`config.mk`:
```
export PLATFORM = sky130hd
export DESIGN_NAME = photodiode_lux_calc_unit
export DESIGN_NICKNAME = d
export VERILOG_FILES = /design/src/plc_pkg.sv /design/src/photodiode_lux_calc_unit.sv
export SDC_FILE = /design/constraint.sdc
export NUM_CORES = 2
export LEC_CHECK = 0
export BUFFER_PORTS_ARGS = -buffer_cell sky130_fd_sc_hd__clkbuf_2
export CAP_MARGIN = 0
export CORE_ASPECT_RATIO = 1.1
export CORE_MARGIN = 1.5
export CORE_UTILIZATION = 54
export CTS_CLUSTER_SIZE = 20
export DETAILED_ROUTE_END_ITERATION = 7
export GPL_ROUTABILITY_DRIVEN = 1
export GPL_TIMING_DRIVEN = 0
export PLACE_DENSITY = 0.75
export SYNTH_ARGS = -nofsm -noshare
export SYNTH_HDL_FRONTEND = slang
export SYNTH_SLANG_ARGS = --single-unit
```
`constraint.sdc`:
```
create_clock -name clock -period 8.15 [get_ports clock]
set_input_delay 1.63 -clock clock [delete_from_list [all_inputs] [get_ports clock]]
set_output_delay 1.63 -clock clock [all_outputs]
set_load 0.1 [all_outputs]
```
`src/plc_pkg.sv`:
```
// Constants and coefficient tables for the photodiode lux pipeline.
package plc_pkg;

   localparam int RAW_W   = 16;
   localparam int FACT_W  = 19;
   localparam int CH_W    = 25;
   localparam int COEF_W  = 10;
   localparam int LUX_W   = 21;
   localparam int SEG_N   = 8;
   localparam int BRK_N   = SEG_N - 1;
   localparam int SEG_W   = $clog2(SEG_N);
   localparam int FRAC_CH  = 10;
   localparam int FRAC_LUX = 14;
   localparam int CH_PROD_W  = RAW_W + FACT_W;
   localparam int BRK_PROD_W = CH_W + COEF_W + 1;
   localparam int LUX_PROD_W = CH_W + COEF_W;

   typedef logic [COEF_W-1:0] coef_type;
   typedef logic [SEG_W-1:0]  seg_type;

   typedef enum logic [1:0] {
      CSR_GAIN_HIGH        = 2'd0,
      CSR_INTEGRATION_TIME = 2'd1,
      CSR_PACKAGE_CS       = 2'd2
   } csr_index_type;

   typedef enum logic [1:0] {
      ITIME_SHORT  = 2'd0,
      ITIME_MID    = 2'd1,
      ITIME_LONG   = 2'd2,
      ITIME_MANUAL = 2'd3
   } itime_type;

   localparam logic [14:0] TIME_FACTOR_SHORT = 15'h7517;
   localparam logic [14:0] TIME_FACTOR_MID   = 15'h0fe7;
   localparam logic [14:0] TIME_FACTOR_UNIT  = 15'h0400;

   localparam coef_type BRK_TAB [0:1][0:BRK_N-1] = '{
      '{10'h040, 10'h080, 10'h0c0, 10'h100, 10'h138, 10'h19a, 10'h29a},
      '{10'h043, 10'h085, 10'h0c8, 10'h10a, 10'h14d, 10'h19a, 10'h29a}
   };

   localparam coef_type OFFS_TAB [0:1][0:SEG_N-1] = '{
      '{10'h1f2, 10'h214, 10'h23f, 10'h270, 10'h16f, 10'h0d2, 10'h018, 10'h000},
      '{10'h204, 10'h228, 10'h253, 10'h282, 10'h177, 10'h101, 10'h037, 10'h000}
   };

   localparam coef_type SLOPE_TAB [0:1][0:SEG_N-1] = '{
      '{10'h1be, 10'h2d1, 10'h37b, 10'h3fe, 10'h1fc, 10'h0fb, 10'h012, 10'h000},
      '{10'h1ad, 10'h2c1, 10'h363, 10'h3df, 10'h1dd, 10'h127, 10'h02b, 10'h000}
   };

endpackage

```
`src/photodiode_lux_calc_unit.sv`:
```
// Pipelined lux calculation from visible+IR and IR photodiode counts.
// An accepted request moves through s1, s2, s3, s4 and the output register.
// Throughput: one request per cycle; busy stays low, the five stages never stall.
// Stages: time scaling, breakpoint products, segment pick, channel products, round.
// Reset clears the stage valid bits and sets gain 0, integration time 2, package 0.
module photodiode_lux_calc_unit (
   input  logic                          clock,
   input  logic                          reset,
   input  logic                          start,
   output logic                          busy,
   input  logic [plc_pkg::RAW_W-1:0]     req_count_visible_ir,
   input  logic [plc_pkg::RAW_W-1:0]     req_count_ir,
   output logic                          rsp_valid,
   output logic [plc_pkg::LUX_W-1:0]     rsp_lux,
   input  logic                          csr_write_enable,
   input  logic [1:0]                    csr_index,
   input  logic [1:0]                    csr_write_data
);

   logic                 gain_high_ff;
   plc_pkg::itime_type   itime_ff;
   logic                 package_cs_ff;

   logic [plc_pkg::FACT_W-1:0]    factor;
   logic [plc_pkg::CH_PROD_W-1:0] prod0, prod1;

   logic                        s1_valid_ff;
   logic [plc_pkg::CH_W-1:0]    s1_ch0_ff, s1_ch1_ff;

   logic                          s2_valid_ff;
   logic [plc_pkg::CH_W-1:0]      s2_ch0_ff, s2_ch1_ff;
   logic [plc_pkg::BRK_PROD_W-1:0] s2_brk_ff [plc_pkg::BRK_N];

   logic [plc_pkg::BRK_PROD_W-1:0] ch1_scaled;
   plc_pkg::seg_type               seg;

   logic                        s3_valid_ff;
   logic [plc_pkg::CH_W-1:0]    s3_ch0_ff, s3_ch1_ff;
   plc_pkg::coef_type           s3_offs_ff, s3_slope_ff;

   logic                          s4_valid_ff;
   logic [plc_pkg::LUX_PROD_W-1:0] s4_pos_ff, s4_neg_ff;

   logic [plc_pkg::LUX_PROD_W:0]   diff;
   logic [plc_pkg::LUX_PROD_W:0]   rounded;

   logic                        rsp_valid_ff;
   logic [plc_pkg::LUX_W-1:0]   rsp_lux_ff;

   assign busy = 1'b0;

   always_ff @(posedge clock) begin
      if (reset) begin
         gain_high_ff  <= 1'b0;
         itime_ff      <= plc_pkg::ITIME_LONG;
         package_cs_ff <= 1'b0;
      end else if (csr_write_enable) begin
         case (csr_index)
            plc_pkg::CSR_GAIN_HIGH:        gain_high_ff  <= csr_write_data[0];
            plc_pkg::CSR_INTEGRATION_TIME: itime_ff      <= plc_pkg::itime_type'(csr_write_data);
            plc_pkg::CSR_PACKAGE_CS:       package_cs_ff <= csr_write_data[0];
            default: ;
         endcase
      end
   end

   always_comb begin
      logic [14:0] base;
      case (itime_ff)
         plc_pkg::ITIME_SHORT: base = plc_pkg::TIME_FACTOR_SHORT;
         plc_pkg::ITIME_MID:   base = plc_pkg::TIME_FACTOR_MID;
         default:              base = plc_pkg::TIME_FACTOR_UNIT;
      endcase
      factor = gain_high_ff ? {4'b0, base} : {base, 4'b0};
   end

   assign prod0 = plc_pkg::CH_PROD_W'(req_count_visible_ir) * plc_pkg::CH_PROD_W'(factor);
   assign prod1 = plc_pkg::CH_PROD_W'(req_count_ir) * plc_pkg::CH_PROD_W'(factor);

   // stage 1: scale both counts
   always_ff @(posedge clock) begin
      if (reset) s1_valid_ff <= 1'b0;
      else       s1_valid_ff <= start;
      s1_ch0_ff <= prod0[plc_pkg::FRAC_CH +: plc_pkg::CH_W];
      s1_ch1_ff <= prod1[plc_pkg::FRAC_CH +: plc_pkg::CH_W];
   end

   // stage 2: ch0 times each breakpoint edge (2k+1)
   always_ff @(posedge clock) begin
      if (reset) s2_valid_ff <= 1'b0;
      else       s2_valid_ff <= s1_valid_ff;
      s2_ch0_ff <= s1_ch0_ff;
      s2_ch1_ff <= s1_ch1_ff;
      for (int i = 0; i < plc_pkg::BRK_N; i++) begin
         s2_brk_ff[i] <= plc_pkg::BRK_PROD_W'(s1_ch0_ff)
                       * plc_pkg::BRK_PROD_W'({plc_pkg::BRK_TAB[package_cs_ff][i], 1'b1});
      end
   end

   // stage 3: pick segment where ch1*1024 < (2k+1)*ch0
   assign ch1_scaled = {1'b0, s2_ch1_ff, 10'b0};

   always_comb begin
      seg = plc_pkg::seg_type'(plc_pkg::BRK_N);
      for (int i = plc_pkg::BRK_N - 1; i >= 0; i--) begin
         if (ch1_scaled < s2_brk_ff[i]) seg = plc_pkg::seg_type'(i);
      end
   end

   always_ff @(posedge clock) begin
      if (reset) s3_valid_ff <= 1'b0;
      else       s3_valid_ff <= s2_valid_ff;
      s3_ch0_ff   <= s2_ch0_ff;
      s3_ch1_ff   <= s2_ch1_ff;
      s3_offs_ff  <= plc_pkg::OFFS_TAB[package_cs_ff][seg];
      s3_slope_ff <= plc_pkg::SLOPE_TAB[package_cs_ff][seg];
   end

   // stage 4: channel products
   always_ff @(posedge clock) begin
      if (reset) s4_valid_ff <= 1'b0;
      else       s4_valid_ff <= s3_valid_ff;
      s4_pos_ff <= plc_pkg::LUX_PROD_W'(s3_ch0_ff) * plc_pkg::LUX_PROD_W'(s3_offs_ff);
      s4_neg_ff <= plc_pkg::LUX_PROD_W'(s3_ch1_ff) * plc_pkg::LUX_PROD_W'(s3_slope_ff);
   end

   // stage 5: clamp, round, drop fraction
   assign diff    = (s4_pos_ff > s4_neg_ff) ? {1'b0, s4_pos_ff - s4_neg_ff} : '0;
   assign rounded = diff + (plc_pkg::LUX_PROD_W + 1)'(1 << (plc_pkg::FRAC_LUX - 1));

   always_ff @(posedge clock) begin
      if (reset) rsp_valid_ff <= 1'b0;
      else       rsp_valid_ff <= s4_valid_ff;
      rsp_lux_ff <= rounded[plc_pkg::FRAC_LUX +: plc_pkg::LUX_W];
   end

   assign rsp_valid = rsp_valid_ff;
   assign rsp_lux   = rsp_lux_ff;

endmodule

```
Yosys cells after proc, flatten, opt, wreduce, memory -nomap -nowiden
Memory sizes are Yosys's and may differ from the RTL's.
Cells that the tools add are included.
- bits in registers: 270
- bits in writable memories: 252
- input port bits: 40
- output and inout bits: 23
- word-level logic and storage cells: 78
- memories: 1
- add/sub/neg operators: 2
- $mul: 11
- magnitude comparators: 10
- eq/ne operators: 3
- muxes and demuxes: 25
- bitwise operators: 2
- reductions and logical operators: 5
- memory list (name ; depth ; bits a word ; read ports ; clocked after Yosys merged registers in ; write ports ; RTL line ; RTL):
    s2_brk_ff ; 7 ; 36 ; 7 ; 0 ; 7 ; photodiode_lux_calc_unit.sv:32 ; logic [plc_pkg::BRK_PROD_W-1:0] s2_brk_ff [plc_pkg::BRK_N];
- operator list (operator ; number):
    $mux 80 ; 5
    $lt 35x36->1 ; 7
    $mul 25x11->36 ; 7
    $mux 70 ; 2
    $mux 75 ; 1
    $mul 16x19->35 ; 2
    $mul 25x10->35 ; 2
    $mux 62 ; 1
    $bmux 10 s3 ; 2
    $mux 10 ; 4
    $add 35x14->35 const B ; 1
    $gt 35x35->1 ; 1
    $mux 35 ; 1
    $sub 35x35->35 ; 1
    $pmux 15 s2 ; 1
    $mux 19 ; 1
    $mux 3 ; 6
    $reduce_and 2->1 ; 3
    $eq 2x1->1 const B ; 2
    $ge 4x4->1 const B ; 1
    $logic_not 2->1 ; 2
    $not 3->4 ; 1
    $eq 2x2->1 const B ; 1
    $ge 2x2->1 const B ; 1
    2 further kinds ; 2

Longest topological paths before layout
An unclocked memory read counts as a cell.
- depth in word-level cells: 13
- gate-level depth with buffers: 30
- mapped depth without buffers: 28

Least setup slack after synthesis
OpenSTA, ideal clock, no wires.
- path type: input-to-reg
- start: input port req_count_ir[1] (netlist name)
- end: register s1_ch1_ff[24] (netlist name)
- setup time: 0.123 ns
- arrival time: 7.483 ns
- data required time: 8.027 ns
- setup slack: 0.544 ns
- stages on the path: 24
- path buffers: 1
- cells stage by stage: clkbuf_1 > and2_1 > fa_1 > inv_1 > fa_1 > inv_1 > ha_1 > fa_1 > fa_1 > inv_1 > fa_1 > inv_1 > ha_1 > o21ai_0 > o21ba_2 > a311oi_1 > a21o_1 > a21oi_1 > or3_1 > o211ai_1 > nand2_1 > or2_2 > a41oi_1 > xnor2_1
- cells in the longest elaborated chain, start to end: 1
- ends and longest elaborated chain (item ; RTL line ; RTL):
    from (decl) ; photodiode_lux_calc_unit.sv:12 ; input logic [plc_pkg::RAW_W-1:0] req_count_ir,
    $mul 16x19->35 ; photodiode_lux_calc_unit.sv:78 ; assign prod1 = plc_pkg::CH_PROD_W'(req_count_ir) * plc_pkg::CH_PROD_W'(factor);
    named net prod1 (one bit) ; photodiode_lux_calc_unit.sv:25 ; logic [plc_pkg::CH_PROD_W-1:0] prod0, prod1;
    to (signal assigned) ; photodiode_lux_calc_unit.sv:85 ; s1_ch1_ff <= prod1[plc_pkg::FRAC_CH +: plc_pkg::CH_W];
    to (decl) ; photodiode_lux_calc_unit.sv:28 ; logic [plc_pkg::CH_W-1:0] s1_ch0_ff, s1_ch1_ff;
The timed path passes the listed nets, and every way through them passes these cells.
A chain may end at the register's enable or synchronous reset.

Worst setup path after layout
- start: register itime_ff[0]
- end: register s1_ch1_ff[24] (netlist name)
- cells in the longest elaborated chain, start to end: 4
- elaborated cells on any way between the ends: 5
- those cells by class: mul: 1; eq/ne: 1; mux: 2; reduce/logical: 1
- ends and longest elaborated chain (item ; RTL line ; RTL):
    from (decl) ; photodiode_lux_calc_unit.sv:21 ; plc_pkg::itime_type itime_ff;
    from (signal assigned) ; photodiode_lux_calc_unit.sv:55 ; itime_ff <= plc_pkg::ITIME_LONG;
    from (signal assigned) ; photodiode_lux_calc_unit.sv:60 ; plc_pkg::CSR_INTEGRATION_TIME: itime_ff <= plc_pkg::itime_type'(csr_write_data);
    $eq 2x1->1 or $logic_not 2->1 (tied branches) ; photodiode_lux_calc_unit.sv:69 ; case (itime_ff)
    $pmux 15 s2 (*) ; photodiode_lux_calc_unit.sv:69 ;
    $mux 19 (*) ; photodiode_lux_calc_unit.sv:74 ; factor = gain_high_ff ? {4'b0, base} : {base, 4'b0};
    $mul 16x19->35 (*) ; photodiode_lux_calc_unit.sv:78 ;
    named net prod1 (one bit) ; photodiode_lux_calc_unit.sv:25 ;
Mark *: on every way through the listed nets, which the timed path passes. The rest lies on a longest branch.

==> impl_metrics.csv <==
group,metric,value,unit
run_status,run_status,"finished clean",
yosys,mappedNetlistArea,75500,um2
yosys,synth.ff_latch_count,492,
grt,grt.overflow.total,0,
yosys,synthCells,7971,
grt,globalRouteTotalUtil,0.280,
detailed_routing,drt_drc,0,
timing,timing.slew.headroom,0.0714,
placement,placedInstanceArea,78100,um2
detailed_routing,wire_per_inst,19.7,um
clocking,worstSkewPairLatency,0.69,ns
timing,timing.final.crit_share,0.969,
clocking,cts_tree,"built",
timing,maxSlewViolCount,0,
floorplanning,design.core.area,138000,um2
setup_path,cpLargestDelayFamily,"adder cells",
hold_path,worst_hold_path_type,"flip-flop to flip-flop",
yosys,synth_sequential_area_ratio,0.130,
layout,fillerInstances,12100,
layout,final_area,80300,um2
layout,postLayoutCoreUtil,0.580,
detailed_routing,wirelength,196,mm
clocking,cts.clk_slew.worst_paths,0.08,ns
yosys,synth-warning-count,0,
grt,grt_first_pass_wirelength,311,mm
floorplanning,die_ht,395,um
layout,final_nets,10600,
timing,rsz_0062_raised_after_global_routing,"no",
yosys,yosysUniqueCellTypes,86,
detailed_routing,drt_first_iter_violations,2779,
floorplanning,die_w,360,um
clocking,cts_max_path_buffers,3,
setup_path,largest_stage_delay_worst_path,0.68,ns
yosys,netlist.top_cell.by_area,"fa_1",
yosys,yosys-top-cells-count,"1743 x inv_1, 1240 x ha_1, 1235 x fa_1",
yosys,synth_fp_nets,10500,
setup_path,slowest_stage,"clkbuf_1",
timing,final.setup_skew,0.0279,ns
timing,fin_crit,7.90,ns
layout,drive_gt1_frac,0.0340,
detailed_routing,drtAntennaViolNets,0,
setup_path,crit_required,8.70,ns
placement,place_congestion,0.976,
yosys,synthesis.area_per_instance,9.47,um2
grt,grt.met1_usage,0.314,
clocking,cts_sinks,492,
clocking,cts_hold_bufs,0,
yosys,synthArstFlopShare,0,
timing,count_of_final_hold_check_violations,0,
clocking,cts_inserted_buffers,59,
setup_path,critPathKind,"flip-flop to flip-flop",
grt,grt_antenna_before_repair,3,
yosys,synth_top_flop_cell,"dfxtp_1",
setup_path,worst-endpoint-arrival,8.45,ns
grt,use_met2,0.513,
clocking,level_count_of_the_clock_h_tree,2,
yosys,synth_top_area_frac,0.327,
setup_path,crit_path_max_fanout,10,
detailed_routing,num_vias,54700,
detailed_routing,drt-vias-per-instance,5.50,
grt,first_global_vias,59400,
placement,buffer_ports.inserted,53,
setup_path,worstSetupEndpointType,"flip-flop",
setup_path,start_kind,"flip-flop",
detailed_routing,drt_pre_antenna_iters,5,
timing,hold_slack,0.309,ns
yosys,edff_count_synth,0,
grt,use_met3,0.0325,
floorplanning,row_count,143,
floorplanning,die_area,142000,um2
setup_path,worstPathBufferInverterCount,6,
floorplanning,start_util,0.545,
timing,max_slew.worst_pin.slew,1.39,ns
clocking,cts.root.buffer_cell,"clkbuf_16",
timing,finalSetupViolCount,0,
grt,gr-max-usage-layer,"met2",
setup_path,timing.critical_path.mode_cell,"fa_1",
timing,max_freq,127,MHz
layout,area_grow_syn2layout,6.35,%
floorplanning,io-pin-count,63,
grt,grt_max_degree,21,
yosys,synthTopCellsByArea,"fa_1 33%, ha_1 21%, dfxtp_1 13%",
yosys,synth.most_common_cell,"inv_1",
flow_run,timing.max_cap.violations,0,
placement,hpwl,162,mm
==> timing repair <==
| action | 4_1_cts | 5_1_grt |
|---|---|---|
| buffers inserted | 2 | 0 |
| gates resized for setup | 42 | 16 |
| pin swaps | 0 | 1 |
| endpoints found under the setup margin | 43 | 21 |
==> state kept, by name, indices dropped and copies added, names as in the netlist, 2 cells and up <==
| signal | cells |
|---|---|
| itime_ff | 2 |
| s3_ch1_ff | 25 |
| s2_brk_ff | 226 |
| s3_ch0_ff | 25 |
| s2_ch1_ff | 25 |
| s3_slope_ff | 10 |
| s1_ch1_ff | 25 |
| s4_neg_ff | 35 |
| s2_ch0_ff | 21 |
| s1_ch0_ff | 25 |
| s3_offs_ff | 10 |
| s4_pos_ff | 35 |
| rsp_lux | 21 |
==> per-stage QoR <==
stage / setup slack [ns] / instances / setup TNS, ns
after floorplan: 0.544 / 7971 / 0
final: 0.253 / 9956 / 0
after global placement: -1.55 / 9836 / -37.81
after global routing: 0.00301 / 9951 / 0
after CTS: 0.0159 / 9951 / 0
after detailed placement: -1.49 / 9839 / -33.22
==> worst paths after layout <==
| kind | from | endpoint | slack (ns) | cells after the start |
|---|---|---|---|---|
| min reg2reg | s2_ch0_ff[4] | s3_ch0_ff[4] | 0.31 | 0 |
| max | itime_ff[0] | s1_ch1_ff[24] | 0.25 | 26 |
| max reg2reg | itime_ff[0] | s1_ch1_ff[24] | 0.25 | 26 |
| min | s2_ch0_ff[4] | s3_ch0_ff[4] | 0.31 | 0 |
==> per-layer routing <==
metal	vias to the layer above	routed length (um)
met5	-	13
met4	2	13300
met3	567	9540
met2	1617	99600
met1	27100	73900
li1	25400	-
==> cell type report <==
cell class	count	area [um2]	area share
Multi-Input combinational cell	5536	58400	0.727
Sequential cell	492	9850	0.123
Inverter	1744	6550	0.0816
Tap cell	1812	2270	0.0282
Clock buffer	73	1630	0.0203
Buffer	196	807	0.0100
Clock inverter	39	462	0.00575
Timing Repair Buffer	59	313	0.00389
Antenna cell	5	12.5	0.000156
==> cell families (layout without fill, tap and decap cells) <==
group                      after synthesis  after routing  share of synthesized area
DFF                                    492            492                      0.130
AOI/OAI and AO/OA                     1021           1021                     0.0880
muxes                                   13             13                    0.00179
adders and majority gates             2475           2475                      0.533
buffers and inverters                 1943           2111                     0.0969
xor gates and xnor gates               330            330                     0.0383
other                                    2              7                  0.0000994
and+or+nand+nor                       1695           1695                      0.112
==> placed cells by master, fill, tap and decap left out, drive strengths merged, types with 42 or more instances in the layout <==
cell,instances
a21o,180
a21oi,314
and2,399
and3,44
clkbuf,306
dfxtp,492
fa,1235
ha,1240
inv,1754
nand2,628
nand2b,42
nand3,76
nor2,226
nor2b,59
nor3,72
o21a,43
o21ai,179
o21bai,58
xnor2,242
xor2,88
Power is not shown: default switching activity piles up to over one toggle a cycle in this logic, so the estimate is an artifact.
